$ cat config.mk
export PLATFORM = sky130hd
export DESIGN_NAME = vtp_div
export DESIGN_NICKNAME = d
export VERILOG_FILES = /design/src/rtl/core/vtp_pkg.sv /design/src/rtl/core/vtp_div.sv
export SDC_FILE = /design/constraint.sdc
export NUM_CORES = 2
export LEC_CHECK = 0
export ABC_AREA = 1
export BUFFER_PORTS_ARGS = -buffer_cell sky130_fd_sc_hd__buf_2
export CORE_MARGIN = 1.5
export CORE_UTILIZATION = 42
export CTS_CLUSTER_SIZE = 30
export DETAILED_ROUTE_END_ITERATION = 8
export HOLD_SLACK_MARGIN = 0.08
export PLACE_DENSITY = 0.6
export SYNTH_ARGS = -nofsm -noshare
export SYNTH_HDL_FRONTEND = slang
export SYNTH_SLANG_ARGS = --single-unit
export TNS_END_PERCENT = 5
$ cat constraint.sdc
create_clock -name i_clk -period 4.4 [get_ports i_clk]
set_input_delay 0.66 -clock i_clk [delete_from_list [all_inputs] [get_ports i_clk]]
set_output_delay 0.66 -clock i_clk [all_outputs]
set_load 0.005 [all_outputs]
$ cat src/rtl/core/vtp_pkg.sv
// Shared constants for the vertex transform and projection pipeline.
// No dependencies; imported by every module of the block.
`timescale 1ns / 1ps
package vtp_pkg;

    // Input command codes.
    localparam logic CMD_LOAD   = 1'b0;
    localparam logic CMD_VERTEX = 1'b1;

    // Configuration register indexes.
    localparam logic [1:0] CFG_FOCAL_X  = 2'd0;
    localparam logic [1:0] CFG_FOCAL_Y  = 2'd1;
    localparam logic [1:0] CFG_CENTER_X = 2'd2;
    localparam logic [1:0] CFG_CENTER_Y = 2'd3;

    // Matrix geometry: three linear rows plus one translation row.
    localparam int NUM_COEFS = 12;
    localparam int TRANS_BASE = 9;

    // Divider: quotient bits, bits per stage, stage count and the remainder and dividend widths.
    localparam int QBITS     = 10;
    localparam int QSTEP     = 2;
    localparam int QSTAGES   = QBITS / QSTEP;
    localparam int REM_W     = 43;
    localparam int NUM_W     = 66;
    // Cycles from divider input to its registered result.
    localparam int DIV_LAT   = QSTAGES + 4;

endpackage

$ cat src/rtl/core/vtp_div.sv
// Pipelined projection divider for one screen axis: num / (tz * 2^F) + center.
// Depends on vtp_pkg; restoring division, two quotient bits per stage.
`timescale 1ns / 1ps
module vtp_div #(
    parameter int FRAC_BITS = 16
) (
    input  logic               i_clk,
    input  logic               i_en,
    input  logic signed [63:0] i_num,
    input  logic               i_neg,
    input  logic signed [31:0] i_tz,
    input  logic [7:0]         i_center,
    output logic signed [7:0]  o_screen
);
    import vtp_pkg::*;

    logic signed [63:0]     ra_num;
    logic [31:0]            ra_d;
    logic signed [NUM_W-1:0] rb_n;
    logic [31:0]            rb_d;
    logic                   rb_low;
    logic [REM_W-1:0]       rs_rem [QSTAGES+1];
    logic [QBITS-1:0]       rs_q   [QSTAGES+1];
    logic [31:0]            rs_d   [QSTAGES+1];
    logic                   rs_lo  [QSTAGES+1];
    logic                   rs_hi  [QSTAGES+1];
    logic                   rs_low [QSTAGES+1];
    logic [REM_W-1:0]       n_rem  [QSTAGES];
    logic [QBITS-1:0]       n_q    [QSTAGES];
    logic signed [7:0]      r_screen;
    logic signed [7:0]      n_screen;
    logic signed [NUM_W-1:0] a_ext;

    // Fold both signs into the numerator; take the depth magnitude.
    always_ff @(posedge i_clk) begin
        if (i_en) begin
            ra_num <= i_neg ? -i_num : i_num;
            ra_d   <= i_tz[31] ? 32'(-i_tz) : 32'(i_tz);
        end
    end

    // Drop the fraction bits and bias the dividend by half the quotient range.
    assign a_ext = NUM_W'(ra_num >>> FRAC_BITS);
    always_ff @(posedge i_clk) begin
        if (i_en) begin
            rb_n   <= a_ext + (NUM_W'(ra_d) <<< (QBITS - 1));
            rb_d   <= ra_d;
            rb_low <= |ra_num[FRAC_BITS-1:0];
        end
    end

    // Range checks; the divider only works inside [0, 2^QBITS * d).
    always_ff @(posedge i_clk) begin
        if (i_en) begin
            rs_lo[0]  <= rb_n[NUM_W-1];
            rs_hi[0]  <= !rb_n[NUM_W-1] &&
                         (rb_n[NUM_W-2:0] >= ((NUM_W-1)'(rb_d) << QBITS));
            rs_rem[0] <= rb_n[REM_W-1:0];
            rs_q[0]   <= '0;
            rs_d[0]   <= rb_d;
            rs_low[0] <= rb_low;
        end
    end

    // Restoring steps, QSTEP quotient bits per stage.
    for (genvar k = 0; k < QSTAGES; k++) begin : g_step
        always_comb begin
            logic [REM_W-1:0] dsh;
            n_rem[k] = rs_rem[k];
            n_q[k]   = rs_q[k];
            for (int j = 0; j < QSTEP; j++) begin
                dsh = REM_W'(rs_d[k]) << (QBITS - 1 - k*QSTEP - j);
                if (n_rem[k] >= dsh) begin
                    n_rem[k] = n_rem[k] - dsh;
                    n_q[k][QBITS-1-k*QSTEP-j] = 1'b1;
                end
            end
        end

        always_ff @(posedge i_clk) begin
            if (i_en) begin
                rs_rem[k+1] <= n_rem[k];
                rs_q[k+1]   <= n_q[k];
                rs_d[k+1]   <= rs_d[k];
                rs_lo[k+1]  <= rs_lo[k];
                rs_hi[k+1]  <= rs_hi[k];
                rs_low[k+1] <= rs_low[k];
            end
        end
    end

    // Unbias, add the center, truncate toward zero and saturate.
    always_comb begin
        logic signed [11:0] s;
        logic               rnz;
        rnz = (rs_rem[QSTAGES] != '0) || rs_low[QSTAGES];
        s   = $signed(12'(rs_q[QSTAGES])) - 12'sd512 + $signed({4'd0, i_center});
        if (s < 0 && rnz) begin
            s = s + 12'sd1;
        end
        if (rs_lo[QSTAGES]) begin
            n_screen = -8'sd128;
        end else if (rs_hi[QSTAGES] || s > 12'sd127) begin
            n_screen = 8'sd127;
        end else if (s < -12'sd128) begin
            n_screen = -8'sd128;
        end else begin
            n_screen = s[7:0];
        end
    end

    always_ff @(posedge i_clk) begin
        if (i_en) begin
            r_screen <= n_screen;
        end
    end

    assign o_screen = r_screen;

endmodule

==> run metrics <==
DR DRC count=0; H-tree depth=3; core footprint=0.125 mm2; IO Port Bufs=around 110; dpl hpwl=between 150 and 200 mm; worst slew pin tran=roughly 1000 ps; Final Instance Area=roughly 0.077 mm2; worst hold slack=about 140 ps; asr flop ratio synth=0%; max cap viols=0; Worst Path Required=slightly below 5000 ps; vias after detailed routing=56600; share of layout cells above drive strength 1=between 30% and 40%; vias in the first global route=approximately 54000; Clock Tree Buf Depth=3; Via density=~5.1; Ys Warns=0; global-route wire length before repair=about 320 mm; Die Span X=between 300 and 400 um; Synth cell types=63; unrepaired setup endpoints after global routing=true; Pint=between 30000 and 40000 uW; Initial DRC Count=4252; Min Clock Period, post-route=between 5000 and 6000 ps; TritonRoute pass-1 iters=7; Initial Util=42.3%; gpl congestion=~1.0; Cell Area, Placed=approximately 0.071 mm2; grt ovf=0; Synth Instances=7037; Max stage delay on crit path=roughly 490 ps; Clk network pwr share=about a tenth; PwrDens=just under 900 mW/mm2; CTS clk-pin slew, worst paths=60 ps; Max Slew Vio Count=0; IO Pins=between 100 and 150; gr usage total=32.3%; Slowest-stage cell, CP=edfxtp_1; clock root buffer=clkbuf_16; nets@finish=roughly 10000; Final Setup Violations=between 150 and 200; Worst-Skew Late Latency=between 700 and 800 ps; die area=around 0.13 mm2; Max IR drop VDD=between 400 and 500 uV; Die H=358 um; Post-DRT Antenna Nets=0; Main synth FF type=edfxtp_1; Syn Nets=7551; violated checks=setup timing; leakage power=approximately 0.037 uW; register bit count reported by yosys=652; P_sw=between 30000 and 40000 uW; final hold vios=0; clk sink count=652; flop-to-flop setup slack=-600 ps; Tcrit/Tclk final=114%; number of synthesized flops with an enable pin=652; worst setup path class=flip-flop to flip-flop; wire length per cell=19.5 um; largest net degree at the start of global routing=95; Worst setup SP type=flip-flop; final worst slack=-603 ps; Area Overhead vs Synth=44.3%; CP Capture Type=flip-flop; syn_area_per_cell=7.54 um2; Max-slew headroom=around a third; crit path DAT=around 5500 ps; fill cell count=about 11000; Comb power frac=between 70% and 80%; CP Max Fanout=36; Seq/Total Area, Yosys=~37%; register share of total power=about 16%; mapped cell area=0.0531 mm2; Max Clock Freq=around 200 MHz; Site Rows=130; initial antenna violation count=12; final WL=around 210 mm; HP Class=input port to flip-flop; status=complete, but fails checks; clock buffer count from CTS=80; Layout Skew=~45 ps; most frequent CP cell=nand2_1; CTS tree=built; Sw Ratio=between 40% and 50%
==> kinds of logic (layout without fill, tap and decap cells) <==
logic type | count (synthesis) | after routing | share of synthesized area [%]
and+or+nand+nor | 3336 | 3344 | 26.5
AOI/OAI and AO/OA | 1166 | 1166 | 12.1
buffers and inverters | 1068 | 3371 | 7.97
DFF | 652 | 652 | 36.9
xor gates and xnor gates | 408 | 408 | 6.73
adders and majority gates | 407 | 407 | 9.77
other | 0 | 9 | 0
==> cell type report <==
class	count	area [um2]	share of cell area (%)
Antenna cell	9	22.5	0.0294
Clock buffer	91	2040	2.67
Clock inverter	57	724	0.946
Inverter	974	3670	4.80
Multi-Input combinational cell	5325	31100	40.7
Sequential cell	652	19600	25.6
Tap cell	1650	2060	2.70
Timing Repair Buffer	2248	17300	22.6
Timing Repair inverter	1	6.26	0.00817
==> cells in the mapped netlist (31+ instances only) <==
cell      number  area share (%)
xnor2_1      193             3.2
edfxtp_1     652              37
xor2_1       215             3.5
o21bai_1      33            0.47
a31oi_1       53            0.62
a21oi_1      486             4.6
nor3_1        88            0.83
nor2_1       655             4.6
o21ai_1       31            0.29
a21o_1        31            0.44
nand2_1     1961              14
ha_1         395             9.3
nor4_1        46            0.54
clkbuf_1      37            0.26
nand3_1      283             2.7
nand4_1      166             2.0
o21ai_0      409             3.9
inv_1        960             6.8
==> placed cells by master (no fill, tap or decap), types with 13 or more instances in the layout <==
master        n
xor2_1      215
or2_2        22
nand2_2      69
edfxtp_1    652
o21ai_0     314
ha_4         53
buf_12       38
o21a_1       23
a31oi_1      48
a21oi_2      66
buf_4      2072
nand2_1    1908
nor4_1       39
buf_2       113
nor2_1      613
nor3_1       81
nor2_4       26
nand2_4      14
o21bai_1     31
clkbuf_16    86
o21ai_1      95
nand3_1     266
nor2_2       48
o211ai_1     17
inv_2        30
clkinv_1     16
a21o_1       31
clkinv_2     17
nand4_1     166
xnor2_1     190
ha_1        341
nand3_2      27
inv_1       937
nand3b_1     20
a21oi_1     427
o21ai_2      33
buf_6        13
a21boi_0     15
==> flip-flops by register name, summed over array words and instances (netlist names) <==
name,cells
rb_n,49
rs_hi,6
o_screen,8
rs_lo,6
rs_q,30
rb_low,1
ra_d,32
ra_num,64
rs_d,160
rs_low,6
rs_rem,258
rb_d,32
==> worst paths after layout <==
kind,start,to,depth (start not counted)
worst max register to register,rs_rem[4][23],rs_rem[5][24],31
worst max-delay path,rs_rem[4][23],rs_rem[5][24],31
worst min register to register,rs_q[1][9],rs_q[2][9],0
worst min-delay path,i_num[0],ra_num[0],1
==> stage by stage <==
stage,instances,TNS [ps],power (uW),util (%),setup slack (ps)
3_3_place_gp,10800,-151790,57100,56.6,-1300
2_1_floorplan,7037,-2010,32600,-,-65.9
3_5_place_dp,10800,-156140,57400,56.6,-1290
6_report,11000,-70790,67900,61.0,-603
4_1_cts,10900,-86330,65200,59.2,-666
5_1_grt,11000,-117470,72700,61.0,-783
==> critical path, delay by kind of cell, from the launching register on <==
kind / cells / cell delay, ps
flops: 1 / 490
fa+ha+maj: 2 / 680
compound gates: 1 / 80
buf+inv: 7 / 940
simple gates: 21 / 2520
==> metal layers <==
layer | share of wire (%) | track usage (%) | vias to the layer above
met1 | 42 | 40.1 | 26400
met2 | 47 | 55.2 | 1695
met5 | 0.011 | 0 | -
li1 | - | - | 28100
met4 | 5.2 | 14.7 | 4
met3 | 6.1 | 4.68 | 395
==> power groups by stage <==
stage,Sequential [uW],Combinational (uW),Clock (uW)
final,10700,50200,7010
after detailed placement,10700,46700,0
after global placement,10700,46400,0
after floorplan,10000,22600,0
after global routing,10700,54500,7380
after CTS,10600,47500,7130
==> timing repair <==
| action | 4_1_cts | 5_1_grt |
|---|---|---|
| gates resized for setup | 143 | 359 |
| setup endpoints to repair | 200 | 200 |
| hold buffers | 0 | 0 |
| pin swaps | 11 | 80 |
| buffers inserted | 7 | 56 |
| gates cloned | 5 | 16 |
| hold endpoints to repair | 0 | 0 |
Note: power is estimated with default switching activity, not from simulation.
